## config.mk

```make
export PLATFORM = sky130hd
export DESIGN_NAME = wte_front
export DESIGN_NICKNAME = d
export VERILOG_FILES = /design/src/rtl/wte_pkg.sv /design/src/rtl/wte_front.sv
export SDC_FILE = /design/constraint.sdc
export NUM_CORES = 1
export LEC_CHECK = 0
export ABC_AREA = 1
export BUFFER_PORTS_ARGS = -buffer_cell sky130_fd_sc_hd__clkbuf_2
export CORE_ASPECT_RATIO = 1.75
export CORE_MARGIN = 10
export CORE_UTILIZATION = 55
export CTS_BUF_LIST = sky130_fd_sc_hd__clkbuf_16
export DETAILED_ROUTE_END_ITERATION = 7
export PLACE_DENSITY = 0.95
export SLEW_MARGIN = 20
export SYNTH_ARGS = -nofsm -noshare
export SYNTH_HDL_FRONTEND = slang
export SYNTH_SLANG_ARGS = --single-unit
```

## constraint.sdc

```tcl
create_clock -name clock -period 21.1 [get_ports clock]
set_clock_uncertainty 0.15 [all_clocks]
set_input_delay 3.165 -clock clock [delete_from_list [all_inputs] [get_ports clock]]
set_output_delay 3.165 -clock clock [all_outputs]
set_load 0.01 [all_outputs]
```

## src/rtl/wte_pkg.sv

```systemverilog
package wte_pkg;

   localparam int TIME_W   = 40;
   localparam int BYTES_W  = 26;
   localparam int RATE_W   = 40;
   localparam int WINDOW_W = 32;
   localparam int CASE_W   = 2;
   localparam int US_W     = 20;

   localparam logic [US_W-1:0]     US_PER_S     = 20'd1000000;
   localparam logic [WINDOW_W-1:0] WINDOW_RESET = 32'd4000000;
   localparam logic [RATE_W-1:0]   RATE_MAX     = {RATE_W{1'b1}};

   // request kinds
   localparam logic REQ_RECORD = 1'b0;
   localparam logic REQ_QUERY  = 1'b1;

   // decision cases
   localparam logic [CASE_W-1:0] CASE_EMPTY = 2'd0;
   localparam logic [CASE_W-1:0] CASE_FRESH = 2'd1;
   localparam logic [CASE_W-1:0] CASE_KEPT  = 2'd2;

   typedef struct packed {
      logic                is_query;
      logic [TIME_W-1:0]   start_us;
      logic [TIME_W-1:0]   end_us;
      logic [BYTES_W-1:0]  bytes;
      logic [TIME_W-1:0]   now_us;
   } item_type;

endpackage

```

## src/rtl/wte_front.sv

```systemverilog
module wte_front (
   input  logic              clock,
   input  logic              reset,
   input  logic              in_valid,
   output logic              in_ready,
   input  wte_pkg::item_type in_item,
   output logic              q_valid,
   input  logic              q_ready,
   output wte_pkg::item_type q_item
);
   import wte_pkg::*;

   // two-entry queue toward the back end
   item_type   slot_ff [2];
   logic       wr_ptr_ff, wr_ptr_in;
   logic       rd_ptr_ff, rd_ptr_in;
   logic [1:0] cnt_ff, cnt_in;
   logic       push, pop;

   assign in_ready = (cnt_ff != 2'd2);
   assign q_valid  = (cnt_ff != 2'd0);
   assign q_item   = slot_ff[rd_ptr_ff];
   assign push     = in_valid & in_ready;
   assign pop      = q_valid & q_ready;

   always_comb begin
      wr_ptr_in = push ? ~wr_ptr_ff : wr_ptr_ff;
      rd_ptr_in = pop ? ~rd_ptr_ff : rd_ptr_ff;
      cnt_in    = cnt_ff + {1'b0, push} - {1'b0, pop};
   end

   always_ff @(posedge clock) begin
      if (reset) begin
         wr_ptr_ff <= 1'b0;
         rd_ptr_ff <= 1'b0;
         cnt_ff    <= 2'd0;
      end else begin
         wr_ptr_ff <= wr_ptr_in;
         rd_ptr_ff <= rd_ptr_in;
         cnt_ff    <= cnt_in;
      end
   end

   always_ff @(posedge clock) begin
      if (push) begin
         slot_ff[wr_ptr_ff] <= in_item;
      end
   end

endmodule

```

# [Yosys cells after proc, flatten, opt, wreduce, memory -nomap -nowiden]
# Memory sizes are Yosys's and may differ from the RTL's. A register that Yosys moved wholly into a read port is not among the register bits.
# Index checks and enable logic that the tools add are counted.
[word_totals] regBits=4 ramBits=294 n_memories=1
[classes] n_addsub=2 n_eq_ne=1 n_mux=4 bitwise=4 n_reduce_logical=1
[mem_list] memory="slot_ff" depth=2 width=147 rd=1 rd_clocked_by_memory_dff=1 write_ports=1 line_no="wte_front.sv:14" rtl="item_type slot_ff [2];"
[op_table] operator="1-bit 2-to-1 mux" count=4
[op_table] operator="2-bit by 1-bit adder with 2-bit output" count=1
[op_table] operator="1-bit AND" count=2
[op_table] operator="2-bit != test, second input constant" count=1
[op_table] operator="1-bit inverter" count=2
[op_table] operator="2-bit nonzero test" count=1
[op_table] operator="2-bit by 1-bit subtractor with 2-bit output" count=1

# [Logic depth before layout (Yosys ltp)]
# Gate-level depths: netlist (run 1).
[logic_depth] ltp_word=4 ltp_mapped=11 depth_no_buf=11

# [Least setup slack after synthesis (run 1)]
# No wires, ideal clock.
[synth_timing] path_type="input to register" startpoint="input in_valid" endpoint="memory slot_ff[0][0] (netlist name) (enable)" setup_time_ps=655 arrival_ps=9340 path_slack_ps=10955 path_stages=2 path_buffers=0 cell_sequence="nand2_1 > nor2_1"
[synth_between] elab_chain_len=3
[synth_lines] item="start: declaration" line_no="wte_front.sv:4" rtl="input logic in_valid,"
[synth_lines] item="1-bit AND" line_no="wte_front.sv:23" rtl="assign push = in_valid & in_ready;"
[synth_lines] item="1-bit 2-to-1 mux" line_no="wte_front.sv:45" rtl="if (push) begin"
[synth_lines] item="1-bit 2-to-1 mux (implied by the code)" line_no="wte_front.sv:46" rtl="slot_ff[wr_ptr_ff] <= in_item;"
[synth_lines] item="end: declaration" line_no="wte_front.sv:14"
# No other way between the ends.

==> results.toml, run 1 <==
[outcome]
status = "finished clean"

[clock_tree]
cts_post_setup_buffers_inserted = 0
cts_resized = 0
cts-buffers-inserted = 25
cts_sinks = 299
cts_hold_buf = 0
cts_tree = "done"
clkTransAtPathRegs_ns = 0.06
clk_root_buffer_cell = "sky130_fd_sc_hd__clkbuf_16"
cts_max_level = 1
clock_tree.buffer_depth = 3
clock_latency_ns = 0.50

[synth]
seq_area_frac_synth_pct = 81.90
netlist-cell-type-count = 11
synthesis.yosys.warnings = 0
synth-compound-area-share_pct = 0.09182
synthesized_instance_count = 494
synth.area.mux_share_pct = 15.18
synth_fa_ha_area_share_pct = 0.2295
fraction_of_the_mapped_netlist_area_in_simple_logic_gates_pct = 0.7231
syn-mean-instance-area_um2 = 22.07
xor_xnor_portion_of_the_synthesized_cell_area_pct = 0
synth_top_family_by_area = "multiplexers"
synth.net_count = 647
netlist_area_um2 = 10900
ys_ff_latch = 299

[power_and_ir_drop]
cellPowerDensity_nw_per_um2 = 117.2
total_leakage_power_nw = 5.075
ir_worst_vdd_mv = 0.1476
power.total_mw = 1.560

[drt]
drt_first_pass_iters = 5
drc = 0
drt.antenna.violating_nets = 0
vias_per_cell = 5.274
routed_wl_mm = 23.79
first_iter_violations = 439
wl_per_cell_um = 22.24
dr_total_vias = 5643

[final_layout]
final_nets = 961
commonest_non_fill_non_tap_cell_in_the_layout = "sky130_fd_sc_hd__clkbuf_2"
fraction_of_final_layout_cells_sized_beyond_drive_strength_1_pct = 59.17
synthToLayoutAreaGrowth_pct = 22.10
fin_cells = 1070
most-common-layout-cells = "299 x sky130_fd_sc_hd__clkbuf_2, 294 x sky130_fd_sc_hd__edfxtp_1, 147 x sky130_fd_sc_hd__mux2_2"
post-route-util_pct = 67.73

[floorplan]
design.portCount = 300
placement_rows = 68
die_height_um = 206.2
chip_width_um = 126.4
core_region_area_um2 = 19650
design.die.area_um2 = 26070
floorplan.initialDensity_pct = 55.47

[place]
globalplace.congestion = 0.7884
preCtsSetupSlack_ns = 14.91
io_buffers = 299
detailedPlacementHpwl_mm = 16.76
dp.cells = 1026

[worst_hold_path]
hold_crit_class = "register to register"

[global_route]
globalRouteOverflowTotal = 0
grt_pass1_vias = 6250
grt_antenna_before_repair = 3
globalRouteTotalUtil_pct = 17.33
wire_length_of_the_first_global_routing_pass_mm = 35.31
largest_net_degree_at_the_start_of_global_routing = 79

[sta]
timing.slew.headroom_pct = 30.21
finalSetupTns_ns = 0
post-route-worst-setup-slack_ns = 14.75
achievable-frequency_mhz = 157.5
post-route-period-util_pct = 30.08
timing_worst_slew_pin_value_ns = 1.047
rsz_0062_raised_after_global_routing = "no"
slew_violations = 0
timing.final.hold_violations = 0
final-setup-viol-count = 0
period_minus_slack_ns = 6.347

[setup_path]
endpoint_type_of_the_worst_setup_path = "output pin"
worst-path-max-fanout = 78
worstSetupPathType = "register to output pin"
arrival_ns = 3.03
worstPathRequired_ns = 17.79
crit_path_start_kind = "register"

[run]
drv_cap = 0
cell type report:
cell class	count	area [µm²]
antenna	2	5.005
clock buffer	25	625.6
clock inverter	17	103.9
fill	1247	6342
inverter	8	35.03
multi-input combinational	171	1777
sequential	299	8932
tap	245	306.5
timing repair buffer	303	1526
final timing paths:
| check | start | to | slack, ns | cells past startpoint |
|---|---|---|---|---|
| worst max-delay path | register | q_item[42] | 14.75 | 3 |
| worst min-delay path | rd_ptr_ff$_SDFFE_PP0P_ | register | 0.39 | 2 |
| worst max register to register | cnt_ff[0]$_SDFF_PP0_ | slot_ff[0][102]$_DFFE_PP_ | 17.61 | 6 |
| worst min register to register | rd_ptr_ff$_SDFFE_PP0P_ | register | 0.39 | 2 |
per-layer routing:
metal	share of wire [%]	vias up	global-route usage [%]
li1	-	2568	-
met4	4.1	2	7.837
met3	6.7	57	4.596
met5	0.076	-	0
met1	34	2758	17.97
met2	55	258	31.77
cell families after synthesis:
| group | after synthesis |
|---|---|
| muxes | 147 |
| and+or+nand+nor | 20 |
| buffers and inverters | 24 |
| DFF | 299 |
| adders and majority gates | 2 |
| AOI/OAI and AO/OA | 2 |
Yosys cell counts:
master / n / share of area, %
sky130_fd_sc_hd__a21oi_1: 2 / 0.092
sky130_fd_sc_hd__buf_2: 1 / 0.046
sky130_fd_sc_hd__buf_6: 15 / 1.5
sky130_fd_sc_hd__dfxtp_1: 5 / 0.92
sky130_fd_sc_hd__edfxtp_1: 294 / 81
sky130_fd_sc_hd__ha_1: 2 / 0.23
sky130_fd_sc_hd__inv_1: 8 / 0.28
sky130_fd_sc_hd__mux2_2: 147 / 15
sky130_fd_sc_hd__nand2_1: 8 / 0.28
sky130_fd_sc_hd__nand3_1: 3 / 0.14
sky130_fd_sc_hd__nor2_1: 9 / 0.31
critical path, stage by stage, from the launching register on:
cell and delay (ns):
sky130_fd_sc_hd__dfxtp_4 0.92, sky130_fd_sc_hd__buf_4 0.87, sky130_fd_sc_hd__mux2_2 0.45, sky130_fd_sc_hd__clkbuf_2 0.14
flip-flops by register name, summed over array words and instances, names as in the netlist, named ones only:
register / cells
wr_ptr_ff: 1
rd_ptr_ff: 1
slot_ff: 294
cnt_ff: 2
metrics by stage:
step	hold WS, ns	cell area, µm²
after floorplan	0.3175	10900
after global placement	0.3349	12580
after detailed placement	0.3637	12580
after CTS	0.3935	13310
after global routing	0.4373	13310
final	0.3927	13310
power breakdown:
group | switching, mW | leakage, nW | internal [mW]
sequential | 0.0346 | 2.79 | 0.752
combinational | 0.199 | 1.90 | 0.156
clock | 0.192 | 0.389 | 0.227
total | 0.425 | 5.08 | 1.14
Power figures use the tool's default switching activity.
==> inputs of run 2 (changes only) <==
Settings changed: ABC_AREA 1 to 0, CORE_UTILIZATION 55 to 52, PLACE_DENSITY 0.95 to 0.91.
Clock period 21.1 ns to 6 ns, I/O delays scaled along.
==> results.toml, run 2 <==
[clock_tree]
clock_latency_ns = 0.51
cts_tree = "done"
cts_resized = 0
clkTransAtPathRegs_ns = 0.06
clock_tree.buffer_depth = 3
cts_hold_buf = 0
cts-buffers-inserted = 26
clk_root_buffer_cell = "sky130_fd_sc_hd__clkbuf_16"
cts_post_setup_buffers_inserted = 0
cts_sinks = 299
cts_max_level = 1

[synth]
dominantRegCellSynth = "sky130_fd_sc_hd__edfxtp_1"
largest_area_contributor_in_the_synthesized_netlist = "sky130_fd_sc_hd__edfxtp_1"
synth.cells.most_frequent = "294 x sky130_fd_sc_hd__edfxtp_1, 148 x sky130_fd_sc_hd__mux2_2, 15 x sky130_fd_sc_hd__buf_6"
count_of_flip_flops_with_a_built_in_enable_after_synthesis = 294
synth.area.top_cells = "sky130_fd_sc_hd__edfxtp_1 81%, sky130_fd_sc_hd__mux2_2 15%, sky130_fd_sc_hd__buf_6 1.6%"
netlist_area_um2 = 10890
synthesized_instance_count = 481
synthesis.yosys.warnings = 0
syn-mean-instance-area_um2 = 22.63
asyncSetResetFlopFracSynth_pct = 0
synth.top_cell.area_share_pct = 81.10
netlist-cell-type-count = 16
most_numerous_cell_in_the_yosys_netlist = "sky130_fd_sc_hd__edfxtp_1"
ys_ff_latch = 299
synth.net_count = 634
seq_area_frac_synth_pct = 82.02

[outcome]
status = "finished clean"

[place]
globalplace.congestion = 0.7710
io_buffers = 299
detailedPlacementHpwl_mm = 16.46
postPlaceCellArea_um2 = 12590

[global_route]
grt_antenna_before_repair = 1
grt_pass1_vias = 6089
largest_net_degree_at_the_start_of_global_routing = 147
globalRouteTotalUtil_pct = 16.37
globalRouteOverflowTotal = 0
wire_length_of_the_first_global_routing_pass_mm = 34.29

[sta]
post-route-period-util_pct = 60.48
achievable-frequency_mhz = 275.6
timing.slew.headroom_pct = 27.87
slew_violations = 0
rsz_0062_raised_after_global_routing = "no"
finalSetupTns_ns = 0
final-setup-viol-count = 0
period_minus_slack_ns = 3.629
timing.final.hold_violations = 0
timing_worst_slew_pin_value_ns = 1.082

[drt]
wl_per_cell_um = 21.78
routed_wl_mm = 23.24
drt.antenna.violating_nets = 0
first_iter_violations = 314
drt_first_pass_iters = 6
drc = 0
dr_total_vias = 5532
vias_per_cell = 5.185

[setup_path]
slowest_stage_cell_cp = "sky130_fd_sc_hd__dfxtp_4"
endpoint_type_of_the_worst_setup_path = "output pin"
arrival_ns = 2.58
worst-path-max-fanout = 53
cp_cell_sequence = "buf_4 -> mux2_2 -> clkbuf_2"
worstPathRequired_ns = 4.95
cp_top_family = "flip-flops"
crit_path_start_kind = "register"
cp_slowest_stage_delay_ns = 0.80
worstSetupPathType = "register to output pin"
timing.critical_path.buf_inv = 2

[power_and_ir_drop]
logic_gate_share_of_total_power_pct = 23.1
power.total_mw = 5.492
p_clk_share_pct = 27.0
total_leakage_power_nw = 5.060
sw_frac_of_total_pct = 26.96
ir_worst_vdd_mv = 0.3375
power.share.sequential_pct = 49.9
cellPowerDensity_nw_per_um2 = 411.1
power.net_switching_mw = 1.481
internal-power_mw = 4.011

[floorplan]
die_height_um = 211.4
design.die.area_um2 = 27350
chip_width_um = 129.4
core_region_area_um2 = 20760
floorplan.initialDensity_pct = 52.44
design.portCount = 300
placement_rows = 70

[final_layout]
final_instance_area_um2 = 13360
commonest_non_fill_non_tap_cell_in_the_layout = "sky130_fd_sc_hd__clkbuf_2"
biggestRegsByFlops = "slot_ff: 294 flops, cnt_ff: 2 flops"
most-common-layout-cells = "299 x sky130_fd_sc_hd__clkbuf_2, 294 x sky130_fd_sc_hd__edfxtp_1, 148 x sky130_fd_sc_hd__mux2_2"
largest_reg_flops = 294
final_nets = 949
synthToLayoutAreaGrowth_pct = 22.74
fraction_of_final_layout_cells_sized_beyond_drive_strength_1_pct = 60.20
registers.top_by_ff_count = "slot_ff"

[run]
drv_cap = 0

[worst_hold_path]
hold_crit_class = "register to register"
==> run 2: cell families (layout without fill, tap and decap cells) <==
logic type / Yosys count / after routing / share of synthesized area [%]
AOI/OAI and AO/OA: 1 / 1 / 0.06899
xor gates and xnor gates: 3 / 3 / 0.2414
adders and majority gates: 2 / 2 / 0.2298
buffers and inverters: 17 / 350 / 1.632
DFF: 299 / 299 / 82.02
muxes: 148 / 148 / 15.31
other: 0 / 1 / 0
and+or+nand+nor: 11 / 11 / 0.4943
==> run 2: power by group through the flow <==
stage | Sequential [mW] | Combinational [mW] | Clock (mW)
floorplan | 2.75 | 0.853 | 0
CTS | 2.74 | 1.30 | 1.52
detailed placement | 2.79 | 1.29 | 0
finish | 2.74 | 1.27 | 1.48
global route | 2.77 | 1.37 | 1.60
global placement | 2.76 | 1.26 | 0
==> run 2: routing by layer <==
layer	GRT usage, %	vias up	share of wire, %
met1	15.91	2701	32
met5	0	-	0
met3	5.109	53	8.3
met4	6.971	0	4.0
li1	-	2546	-
met2	30.56	232	55
==> run 2: final cells by class <==
type	instances	area, µm²
flip-flops and latches	299	8932
inverters	1	3.754
well taps	252	315.3
fillers	1426	7397
clock inverters	19	87.58
clock buffers	27	675.6
diodes	1	2.502
repair buffers	303	1551
multi-input cells	165	1792
==> run 2: through the flow <==
step                      setup WS, ns  util [%]  hold WS, ns  cells
after floorplan                 0.5895         -       0.3310    481
after global placement           2.886     60.68       0.3440   1020
after detailed placement         2.843     60.68       0.3573   1020
after CTS                        2.276     64.35       0.3838   1066
after global routing             2.199     64.36       0.3983   1067
final                            2.371     64.36       0.3748   1067
==> run 2: path summary, 6_finish.rpt <==
kind,startpoint,to,slack (ns),cells after the start
setup reg to reg,cnt_ff[0]$_SDFF_PP0_,slot_ff[1][127]$_DFFE_PP_,3.59,3
setup / recovery,register,q_item[64],2.37,3
hold / removal,rd_ptr_ff$_SDFFE_PP0P_,register,0.37,2
hold reg to reg,rd_ptr_ff$_SDFFE_PP0P_,register,0.37,2
==> run 2: worst register-to-register path, delay by kind of cell (launching register included) <==
| kind | cells | cell delay [ns] |
|---|---|---|
| flops | 1 | 0.39 |
| buf+inv | 1 | 0.46 |
| simple gates | 2 | 1.05 |
